--- config.mk ---
export PLATFORM = sky130hd
export DESIGN_NAME = bounded_double_ended_list
export DESIGN_NICKNAME = d
export VERILOG_FILES = /design/src/sv/bdel_pkg.sv /design/src/sv/bdel_cmp.sv /design/src/sv/bdel_engine.sv /design/src/sv/bounded_double_ended_list.sv
export VERILOG_INCLUDE_DIRS = /design/src /design/src/sv
export SDC_FILE = /design/constraint.sdc
export NUM_CORES = 1
export LEC_CHECK = 0
export BUFFER_PORTS_ARGS = -buffer_cell sky130_fd_sc_hd__buf_2
export CORE_UTILIZATION = 50
export CTS_BUF_LIST = sky130_fd_sc_hd__clkbuf_4 sky130_fd_sc_hd__clkbuf_8
export DETAILED_ROUTE_END_ITERATION = 10
export PLACE_DENSITY = 0.69
export SYNTH_ARGS = -nofsm -noshare
export SYNTH_HDL_FRONTEND = slang
export SYNTH_HIERARCHICAL = 1
export SYNTH_SLANG_ARGS = --single-unit
--- constraint.sdc ---
create_clock -name clk -period 9.8 [get_ports clk]
set_input_delay 0.98 -clock clk [delete_from_list [all_inputs] [get_ports clk]]
set_output_delay 0.98 -clock clk [all_outputs]
set_load 0.01 [all_outputs]
--- src/sv/bounded_double_ended_list_assert.svh ---
// Assertion helpers shared by the list engine.
// Each macro samples on clk and is switched off while rst is high.
`ifndef BOUNDED_DOUBLE_ENDED_LIST_ASSERT_SVH
`define BOUNDED_DOUBLE_ENDED_LIST_ASSERT_SVH

// The condition must hold in the same cycle as the trigger.
`define BDEL_ASSERT_IMPL(label, trig, cond) \
  label: assert property (@(posedge clk) disable iff (rst) (trig) |-> (cond)) \
    else $error("bdel assertion failed");

// The condition must hold in the cycle after the trigger.
`define BDEL_ASSERT_NEXT(label, trig, cond) \
  label: assert property (@(posedge clk) disable iff (rst) (trig) |=> (cond)) \
    else $error("bdel assertion failed");

`endif

--- src/sv/bdel_pkg.sv ---
`timescale 1ns / 1ps
package bdel_pkg;

  localparam int DEFAULT_CAPACITY = 16;

  // Request codes.
  localparam logic [2:0] REQ_PUSH_FRONT = 3'd0;
  localparam logic [2:0] REQ_PUSH_BACK  = 3'd1;
  localparam logic [2:0] REQ_INSERT     = 3'd2;
  localparam logic [2:0] REQ_POP_FRONT  = 3'd3;
  localparam logic [2:0] REQ_POP_BACK   = 3'd4;
  localparam logic [2:0] REQ_DELETE     = 3'd5;

  // Status codes.
  localparam logic [1:0] ST_OK       = 2'd0;
  localparam logic [1:0] ST_EMPTY    = 2'd1;
  localparam logic [1:0] ST_NOTFOUND = 2'd2;
  localparam logic [1:0] ST_FULL     = 2'd3;

  // Compare unit modes.
  localparam logic [1:0] CMP_GT = 2'd0;
  localparam logic [1:0] CMP_GE = 2'd1;
  localparam logic [1:0] CMP_EQ = 2'd2;

  typedef struct packed {
    logic [2:0]         req_type;
    logic signed [31:0] value;
  } in_word_t;

  typedef struct packed {
    logic [1:0]         status;
    logic [4:0]         count;
    logic signed [31:0] front_value;
    logic signed [31:0] back_value;
  } out_word_t;

endpackage

--- src/sv/bdel_cmp.sv ---
`timescale 1ns / 1ps
// Shared signed compare unit used by every scan step.
module bdel_cmp (
  input  logic [1:0]         mode,
  input  logic signed [31:0] a,
  input  logic signed [31:0] b,
  output logic               hit
);

  always_comb begin
    case (mode)
      bdel_pkg::CMP_GT: hit = (a > b);
      bdel_pkg::CMP_GE: hit = (a >= b);
      bdel_pkg::CMP_EQ: hit = (a == b);
      default:          hit = 1'b0;
    endcase
  end

endmodule

--- src/sv/bdel_engine.sv ---
`timescale 1ns / 1ps
`include "bounded_double_ended_list_assert.svh"
// Sequencer that owns the entry memory and runs one request at a time.
module bdel_engine #(
  parameter int CAPACITY = bdel_pkg::DEFAULT_CAPACITY
) (
  input  logic                clk,
  input  logic                rst,
  input  logic                start,
  input  bdel_pkg::in_word_t  req,
  output logic                ready,
  output logic                res_valid,
  input  logic                res_ready,
  output bdel_pkg::out_word_t res
);

  localparam int AW = $clog2(CAPACITY);
  localparam int CW = $clog2(CAPACITY + 1);
  localparam logic [CW-1:0] CAP_C = CW'(CAPACITY);

  localparam logic [3:0] S_IDLE  = 4'd0;
  localparam logic [3:0] S_SREAD = 4'd1;
  localparam logic [3:0] S_SCMP  = 4'd2;
  localparam logic [3:0] S_MOVE  = 4'd3;
  localparam logic [3:0] S_MWR   = 4'd4;
  localparam logic [3:0] S_PUT   = 4'd5;
  localparam logic [3:0] S_FRD   = 4'd6;
  localparam logic [3:0] S_BRD   = 4'd7;
  localparam logic [3:0] S_DONE  = 4'd8;

  logic [3:0]         state;
  logic [CW-1:0]      count;
  logic [CW-1:0]      idx;
  logic [CW-1:0]      pos;
  logic [2:0]         op;
  logic signed [31:0] val;
  logic signed [31:0] front;
  logic [1:0]         status;
  logic               shift_up;

  logic signed [31:0] mem [CAPACITY];
  logic signed [31:0] mem_rdata;
  logic signed [31:0] mem_wdata;
  logic               mem_we;
  logic               mem_re;
  logic [AW-1:0]      mem_waddr;
  logic [AW-1:0]      mem_raddr;

  logic [CW-1:0]      idx_up;
  logic [CW-1:0]      idx_dn;
  logic [CW-1:0]      cnt_last;
  logic               move_go;
  logic [1:0]         cmp_mode;
  logic               cmp_hit;
  logic [31:0]        cnt_ext;

  always_comb begin
    idx_up   = idx + 1'b1;
    idx_dn   = idx - 1'b1;
    cnt_last = count - 1'b1;
    // An insert moves entries up until the gap reaches pos; a removal
    // pulls entries down until the last one has moved.
    move_go  = shift_up ? (idx != pos) : (idx_up < count);
  end

  always_comb begin
    mem_re    = 1'b0;
    mem_raddr = '0;
    mem_we    = 1'b0;
    mem_waddr = idx[AW-1:0];
    mem_wdata = mem_rdata;
    case (state)
      S_SREAD: begin
        mem_re    = 1'b1;
        mem_raddr = idx[AW-1:0];
      end
      S_MOVE: begin
        mem_re    = move_go;
        mem_raddr = shift_up ? idx_dn[AW-1:0] : idx_up[AW-1:0];
      end
      S_MWR: mem_we = 1'b1;
      S_PUT: begin
        mem_we    = 1'b1;
        mem_wdata = val;
      end
      S_FRD: mem_re = (count != '0);
      S_BRD: begin
        mem_re    = 1'b1;
        mem_raddr = cnt_last[AW-1:0];
      end
      default: ;
    endcase
  end

  always_ff @(posedge clk) begin
    if (mem_we) begin
      mem[mem_waddr] <= mem_wdata;
    end
    if (mem_re) begin
      mem_rdata <= mem[mem_raddr];
    end
  end

  always_comb begin
    if (op == bdel_pkg::REQ_DELETE) begin
      cmp_mode = bdel_pkg::CMP_EQ;
    end else if (idx == '0) begin
      cmp_mode = bdel_pkg::CMP_GT;
    end else begin
      cmp_mode = bdel_pkg::CMP_GE;
    end
  end

  bdel_cmp u_cmp (
    .mode (cmp_mode),
    .a    (mem_rdata),
    .b    (val),
    .hit  (cmp_hit)
  );

  always_ff @(posedge clk) begin
    if (rst) begin
      state <= S_IDLE;
      count <= '0;
    end else begin
      case (state)
        S_IDLE: begin
          if (start) begin
            op  <= req.req_type;
            val <= req.value;
            case (req.req_type)
              bdel_pkg::REQ_PUSH_FRONT, bdel_pkg::REQ_PUSH_BACK, bdel_pkg::REQ_INSERT: begin
                if (count == CAP_C) begin
                  status <= bdel_pkg::ST_FULL;
                  state  <= S_FRD;
                end else if (req.req_type == bdel_pkg::REQ_INSERT && count != '0) begin
                  status <= bdel_pkg::ST_OK;
                  idx    <= '0;
                  state  <= S_SREAD;
                end else begin
                  status   <= bdel_pkg::ST_OK;
                  shift_up <= 1'b1;
                  idx      <= count;
                  pos      <= (req.req_type == bdel_pkg::REQ_PUSH_BACK) ? count : '0;
                  state    <= S_MOVE;
                end
              end
              bdel_pkg::REQ_POP_FRONT, bdel_pkg::REQ_POP_BACK: begin
                if (count == '0) begin
                  status <= bdel_pkg::ST_EMPTY;
                  state  <= S_FRD;
                end else begin
                  status   <= bdel_pkg::ST_OK;
                  shift_up <= 1'b0;
                  idx      <= (req.req_type == bdel_pkg::REQ_POP_FRONT) ? '0 : cnt_last;
                  state    <= S_MOVE;
                end
              end
              bdel_pkg::REQ_DELETE: begin
                if (count == '0) begin
                  status <= bdel_pkg::ST_EMPTY;
                  state  <= S_FRD;
                end else begin
                  status <= bdel_pkg::ST_OK;
                  idx    <= '0;
                  state  <= S_SREAD;
                end
              end
              default: begin
                status <= bdel_pkg::ST_OK;
                state  <= S_FRD;
              end
            endcase
          end
        end
        S_SREAD: state <= S_SCMP;
        S_SCMP: begin
          if (cmp_hit) begin
            state <= S_MOVE;
            if (op == bdel_pkg::REQ_DELETE) begin
              shift_up <= 1'b0;
            end else begin
              shift_up <= 1'b1;
              pos      <= idx;
              idx      <= count;
            end
          end else if (idx_up == count) begin
            if (op == bdel_pkg::REQ_DELETE) begin
              status <= bdel_pkg::ST_NOTFOUND;
              state  <= S_FRD;
            end else begin
              shift_up <= 1'b1;
              pos      <= count;
              idx      <= count;
              state    <= S_MOVE;
            end
          end else begin
            idx   <= idx_up;
            state <= S_SREAD;
          end
        end
        S_MOVE: begin
          if (move_go) begin
            state <= S_MWR;
          end else if (shift_up) begin
            state <= S_PUT;
          end else begin
            count <= cnt_last;
            state <= S_FRD;
          end
        end
        S_MWR: begin
          idx   <= shift_up ? idx_dn : idx_up;
          state <= S_MOVE;
        end
        S_PUT: begin
          count <= count + 1'b1;
          state <= S_FRD;
        end
        S_FRD: begin
          if (count == '0) begin
            front <= '0;
            state <= S_DONE;
          end else begin
            state <= S_BRD;
          end
        end
        S_BRD: begin
          front <= mem_rdata;
          state <= S_DONE;
        end
        S_DONE: begin
          if (res_ready) begin
            state <= S_IDLE;
          end
        end
        default: state <= S_IDLE;
      endcase
    end
  end

  assign cnt_ext = 32'(count);
  assign ready     = (state == S_IDLE);
  assign res_valid = (state == S_DONE);

  always_comb begin
    res.status      = status;
    res.count       = cnt_ext[4:0];
    res.front_value = front;
    res.back_value  = (count == '0) ? '0 : mem_rdata;
  end

  `BDEL_ASSERT_IMPL(a_count_bound, 1'b1, count <= CAP_C)
  `BDEL_ASSERT_IMPL(a_full_status, res_valid && res.status == bdel_pkg::ST_FULL, count == CAP_C)
  `BDEL_ASSERT_IMPL(a_empty_status, res_valid && res.status == bdel_pkg::ST_EMPTY, count == '0)
  `BDEL_ASSERT_IMPL(a_scan_range, state == S_SREAD, idx < count)
  `BDEL_ASSERT_NEXT(a_start_leaves_idle, start, state != S_IDLE)

endmodule

--- src/sv/bounded_double_ended_list.sv ---
`timescale 1ns / 1ps
// Bounded ordered double-ended list of up to CAPACITY signed 32-bit values.
// Requests arrive as words on the req channel (valid/ready) and each one
// produces exactly one response word on the rsp channel (valid/ready) with
// a status, the entry count and the front and back values afterwards.
// Requests: push front, push back, ordered insert, pop front, pop back and
// delete first match. Entries live in one memory with a registered read
// port, and a single sequencer walks it with one shared compare unit.
// A push back or a pop back neither scans nor moves entries. A push front
// or pop front moves the entries, and an ordered insert or delete scans
// and moves them one at a time through the memory's single read port, so
// their run time grows with the count of entries.
// One request is in flight at a time; req_ready is high only while the
// sequencer is idle. A finished response waits in an output register, so
// the next request is taken while the receiver stalls; that request then
// holds in its final state until the output register frees up.
// Reset empties the list by clearing the entry count; the memory contents are not cleared
// and nothing beyond the entry count is ever read.
module bounded_double_ended_list #(
  parameter int CAPACITY = bdel_pkg::DEFAULT_CAPACITY
) (
  input  logic                clk,
  input  logic                rst,
  input  logic                req_valid,
  output logic                req_ready,
  input  bdel_pkg::in_word_t  req,
  output logic                rsp_valid,
  input  logic                rsp_ready,
  output bdel_pkg::out_word_t rsp
);

  logic                eng_ready;
  logic                start;
  logic                res_valid;
  logic                res_ready;
  bdel_pkg::out_word_t res;

  // A request starts the sequencer the moment it is accepted.
  assign req_ready = eng_ready;
  assign start     = req_valid & eng_ready;

  // The engine may hand over a result when the output register is empty or
  // is being drained in this same cycle.
  assign res_ready = !rsp_valid || rsp_ready;

  bdel_engine #(
    .CAPACITY (CAPACITY)
  ) u_engine (
    .clk       (clk),
    .rst       (rst),
    .start     (start),
    .req       (req),
    .ready     (eng_ready),
    .res_valid (res_valid),
    .res_ready (res_ready),
    .res       (res)
  );

  always_ff @(posedge clk) begin
    if (rst) begin
      rsp_valid <= 1'b0;
    end else if (res_valid && res_ready) begin
      rsp_valid <= 1'b1;
    end else if (rsp_ready) begin
      rsp_valid <= 1'b0;
    end
  end

  // The response word itself needs no reset; it is qualified by rsp_valid.
  always_ff @(posedge clk) begin
    if (res_valid && res_ready) begin
      rsp <= res;
    end
  end

endmodule

# Yosys cells after proc, flatten, opt, wreduce, memory -nomap -nowiden
# Memories as Yosys holds them, arrays and structs flattened. A register that Yosys moved wholly into a read port is not among the register bits.
# Index checks and enable logic that the tools add are counted.
# W data, S select, Z words.
[totals]
register_bits = 161
ram_bits = 512
output_inout_bits = 73
elab_cells = 164
mem_count = 1
[op_classes]
n_addsub = 4
order_cmp = 3
n_eq_ne = 40
muxes = 72
bitwise = 2
reduce_logical = 28
[mem_list]
columns = ["name", "depth", "word_bits", "read_ports", "rd_ports_with_merged_regs", "wr", "line", "rtl"]
rows = [
  ["u_engine.mem", 16, 32, 1, 1, 1, "bdel_engine.sv:41", "logic signed [31:0] mem [CAPACITY];"],
]
[ops]
columns = ["op", "n"]
rows = [
  ["$mux W5", 21],
  ["$mux W32", 2],
  ["$pmux W32 S2", 1],
  ["$pmux W4 S9", 1],
  ["$eq A32 B32 Y1", 1],
  ["$ge A32 B32 Y1", 1],
  ["$gt A32 B32 Y1", 1],
  ["$pmux W5 S3", 2],
  ["$mux W4", 7],
  ["$pmux W4 S3", 2],
  ["$pmux W5 S2", 2],
  ["$eq A4 B3 Y1 const B", 4],
  ["$mux W1", 16],
  ["$mux W2", 8],
  ["$mux W3", 4],
  ["$ne A2 B1 Y1 const B", 6],
  ["$ne A2 B2 Y1 const B", 6],
  ["$ne A3 B3 Y1 const B", 4],
  ["$add A5 B1 Y5 const B", 2],
  ["$logic_not A5 Y1", 2],
  ["$sub A5 B1 Y5 const B", 2],
  ["$eq A3 B3 Y1 const B", 3],
  ["$reduce_and A3 Y1", 3],
  ["$reduce_and A9 Y1", 1],
  ["other kinds (34)", 47],
]

# Logic depth before layout (Yosys ltp)
[logic_depth]
ltp_word = 7
ltp_mapped = 14
ltp_nobuf = 13

# Cells and area by module
# The synthesis kept the hierarchy.
[by_module_without_submodules]
columns = ["mod", "instances", "cells_each", "area_each_um2", "seq_area_each_um2"]
rows = [
  ["bdel_engine", 1, 1912, 26686.8, 18918.1],
  ["bounded_double_ended_list", 1, 77, 2193.4, 2152.1],
  ["bdel_cmp", 1, 120, 877.1, 0.0],
]

# Worst setup path before layout
# Ideal clock, no wire load.
[synth_path]
path_kind = "reg-to-reg"
startpoint = "register u_engine.idx[0]"
endpoint = "register u_engine.mem_rdata[0], read port of u_engine.mem, enable pin"
arrival_time_ns = 7.001
required_time_ns = 9.205
setup_slack_ns = 2.204
stages_incl_launch_ff = 11
period_less_slack_ns = 7.596
path_cell_list = "edfxtp_1 -> buf_6 -> inv_1 -> ha_1 -> ha_1 -> nor2b_1 -> o21a_1 -> o21a_1 -> o21ai_0 -> a22oi_1 -> a2111oi_0"
[synth_between]
elab_chain_cells = 4
elab_cells_between_ends = 8
classes_between = "2 x add/sub; 1 x order compare; 1 x eq/ne; 4 x mux"
[synth_rtl]
columns = ["item", "line", "rtl"]
rows = [
  ["start: declaration", "bdel_engine.sv:33", "logic [CW-1:0] idx;"],
  ["start signal: assignment", "bdel_engine.sv:143", "idx <= count;"],
  ["start signal: assignment", "bdel_engine.sv:155", "idx <= (req.req_type == bdel_pkg::REQ_POP_FRONT) ? '0 : cnt_last;"],
  ["start signal: assignment", "bdel_engine.sv:185", "idx <= count;"],
  ["$add A5 B1 Y5", "bdel_engine.sv:58", "idx_up = idx + 1'b1;"],
  ["$lt A5 B5 Y1", "bdel_engine.sv:63", "move_go = shift_up ? (idx != pos) : (idx_up < count);"],
  ["$mux W1 (*)", "bdel_engine.sv:63", ""],
  ["$pmux W1 S3 (*)", "bdel_engine.sv:72", "case (state)"],
  ["net u_engine.mem_re", "bdel_engine.sv:45", "logic mem_re;"],
  ["end: declaration", "bdel_engine.sv:42", "logic signed [31:0] mem_rdata;"],
]
# Mark *: on every way through the listed nets, which the timed path passes. The rest lies on a longest branch.
# A chain may end at the register's enable or synchronous reset.

# Worst setup path in the final report
[layout_path]
startpoint = "register u_engine.mem_rdata[10], read port of u_engine.mem"
endpoint = "register u_engine.idx[0], data pin"
[layout_between]
elab_chain_cells = 4
elab_cells_between_ends = 6
classes_between = "2 x order compare; 1 x eq/ne; 3 x mux"
[layout_rtl]
columns = ["item", "line", "rtl"]
rows = [
  ["$ge A32 B32 Y1, or another cell as far along", "bdel_cmp.sv:13", "bdel_pkg::CMP_GE: hit = (a >= b);"],
  ["$pmux W1 S3 (*)", "bdel_cmp.sv:11", "case (mode)"],
  ["net u_engine.cmp_hit", "bdel_engine.sv:54", "logic cmp_hit;"],
  ["$mux W5 (*)", "bdel_engine.sv:178", "if (cmp_hit) begin"],
  ["$pmux W5 S3 (*)", "bdel_engine.sv:126", "case (state)"],
  ["end signal: assignment", "bdel_engine.sv:143", ""],
  ["end signal: assignment", "bdel_engine.sv:185", ""],
  ["end signal: assignment", "bdel_engine.sv:194", "idx <= count;"],
]
# Marked as above.

==> impl_metrics.ini <==
[floorplanning]
ios = 112
die_y_um = 246
fp.dieW_um = 246
start_util = 0.505
rows = 89
die-area_um2 = 60500
core_um2 = 58900

[timing]
worst_slew_pin_slew_ps = 1150
fin_crit_sh = 0.472
slew_viol_final = 0
max_freq_mhz = 216
setup_violations = 0
clock-skew-final_ps = 25.4
min_period_ps = 4630
relSlewSlack = 0.233
setup_tns_ps = 0
hold_viol = 0
rsz0062_at_grt = false

[logic_synthesis]
async_reset_ff_frac = 0
synth_cells = 2109
synth_seq_cells = 705
synth_top_flop_cell = edfxtp_1
synth_top_area_share = 0.701
ys_seq_area_frac = 0.708
synthDistinctLibCells = 82
syn_area_um2 = 29800
synth_edf_count = 695
synth_area_per_cell_um2 = 14.1
syn-num-nets = 2193
ys_warn_count = 6
synth_area_leader_cell = edfxtp_1
synth_area_leaders = edfxtp_1, nand2_1, nand3_1, mux4_2, ha_1

[job]
max_cap_violations = 0

[clock_tree]
clock-sinks = 705
root_buffer = clkbuf_8
post-cts-setup-buffers = 0
cts_buffers = 108
cts.path.max_buffers = 3
cts-hold-fix-buffers = 0
clkTransAtPathRegs_ps = 60
clock_latency_ps = 720
tritoncts = built
cts_resized = 0
htreeDepth = 3

[final_layout]
area_growth_pct = 11.3
fillCellCount = 4564
fin_util = 0.562
final_cell_mix = edfxtp_1, nand2_1, nand3_1
final_nets = 2325
layout-drive-gt1-share = 0.224
layout_commonest_cell = edfxtp_1

[critical_path]
cp_data_required_time_ps = 10250
startpoint_type = flop
arrival_ps = 5080
crit_type = flop to flop
cp_max_fo = 11
worst_setup_path_end_kind = flop

[pwr]
pwr-share-comb = 0.249
p_seq_frac = 0.471
swShare = 0.326
p_int_uw = 5740
power_frac_clock = 0.280
ir_drop_mv = 0.161
switchingPower_uw = 2780
power.density_nw_per_um2 = 257
p_leak_uw = 0.0115

[global_routing]
overflow = 0
grt_max_degree = 173
grt_pass1_vias = 17700
gr-usage-all-layers = 0.247
grt_pass1_wl_um = 110000
antenna_found_initial = 8
use_met3 = 0.0397
grt_util_met2 = 0.396
met1_usage = 0.344
grt-busiest-layer = met2

[placement]
place.gp.congestion = 0.895
dp_hpwl_um = 40400
port_buffers = 111

[run_status]
outcome = complete, no violations

[route]
totalWireLength_um = 73500
drc_errors = 0
drt_iter0_drc = 1836
via_per_inst = 5.83
num_vias = 18100
drtPass1Iterations = 5
ant_nets = 0
post_drt_wl_per_cell_um = 23.7

[worst_hold_path]
hp-class = flop to flop
## sequential cells by signal (all words and copies together) (netlist names), 3 cells and up
signal,count
u_engine/count,5
u_engine/mem_rdata,32
rsp,71
u_engine/idx,5
u_engine/front,32
u_engine/val,32
u_engine/op,3
u_engine/mem,512
u_engine/pos,5
u_engine/state,4
## synth_stat cells, types with 10 or more instances
cell and instances:
buf_4 18, a21oi_1 109, a21oi_2 31, edfxtp_1 695
nand3_1 208, mux4_2 32, nor2b_1 38, mux2_2 36
o21ai_0 15, dfxtp_1 10, and2_1 36, nand2_1 420
inv_1 47, nor2_1 56, nor3_1 16, nand3_2 31
buf_6 20, buf_2 28, clkbuf_1 53, ha_1 45
a211oi_2 30
## path summary, 6_finish.rpt
path | cells after the start | endpoint | slack [ps] | from
max | 12 | u_engine/idx[0] | 5170 | u_engine/mem_rdata[10]
min reg2reg | 0 | rsp[57] | 410 | u_engine/front[25]
max reg2reg | 12 | u_engine/idx[0] | 5170 | u_engine/mem_rdata[10]
min | 0 | rsp[57] | 410 | u_engine/front[25]
## power by group through the flow
| stage | logic [µW] | registers [µW] | clock network, µW |
|---|---|---|---|
| 2_1_floorplan | 1570 | 3940 | 0 |
| 3_5_place_dp | 2100 | 4060 | 0 |
| 5_1_grt | 2300 | 4020 | 2570 |
| 3_3_place_gp | 2050 | 4060 | 0 |
| 6_report | 2120 | 4010 | 2390 |
| 4_1_cts | 2110 | 4000 | 2430 |
## kinds of logic after synthesis
| family | Yosys count | share of synthesized area |
|---|---|---|
| mux | 69 | 0.0382 |
| simple gates | 860 | 0.139 |
| buf+inv | 169 | 0.0298 |
| compound gates | 245 | 0.0615 |
| fa+ha+maj | 45 | 0.0189 |
| xor+xnor | 16 | 0.00471 |
| flops | 705 | 0.708 |
## critical path, stage by stage, from the launching register on
cell and delay [ps]:
edfxtp_1 550, ha_1 390, nand4_1 140, nor4_1 910, nand4_2 230, and3b_1 230
a21oi_1 140, nand2_1 300, a31oi_1 710, nor2_1 200, a21oi_1 200, a21oi_1 80
a211o_1 280
## cell type report
| type | count | area [µm²] | share of cell area |
|---|---|---|---|
| sequential | 705 | 21100 | 0.636 |
| clock buffer | 155 | 1850 | 0.0557 |
| inverter | 48 | 180 | 0.00544 |
| multi-input combinational | 1235 | 7980 | 0.241 |
| timing repair buffer | 143 | 808 | 0.0244 |
| tap | 773 | 967 | 0.0292 |
| antenna | 1 | 2.50 | 0.0000755 |
| clock inverter | 45 | 275 | 0.00831 |
## per-stage QoR
stage               hold WS (ps)  worst slack (ps)  power, µW  cell area (µm²)  cells
finish                       414              5170       8510            33100   3105
detailed placement           405              5250       6170            31000   2904
CTS                          398              5210       8550            33100   3104
floorplan                    400              2200       5510            29800   2109
global route                 425              4950       8890            33100   3105
global placement             402              5270       6110            31000   2904
## layer usage
metal  wire [µm]  vias to the layer above
li1            -                     8069
met1       30400                     9042
met2       35600                      878
met3        6040                      105
met4        1480                        0
met5           0                        -
No activity file was read; power rests on OpenSTA's default activity.
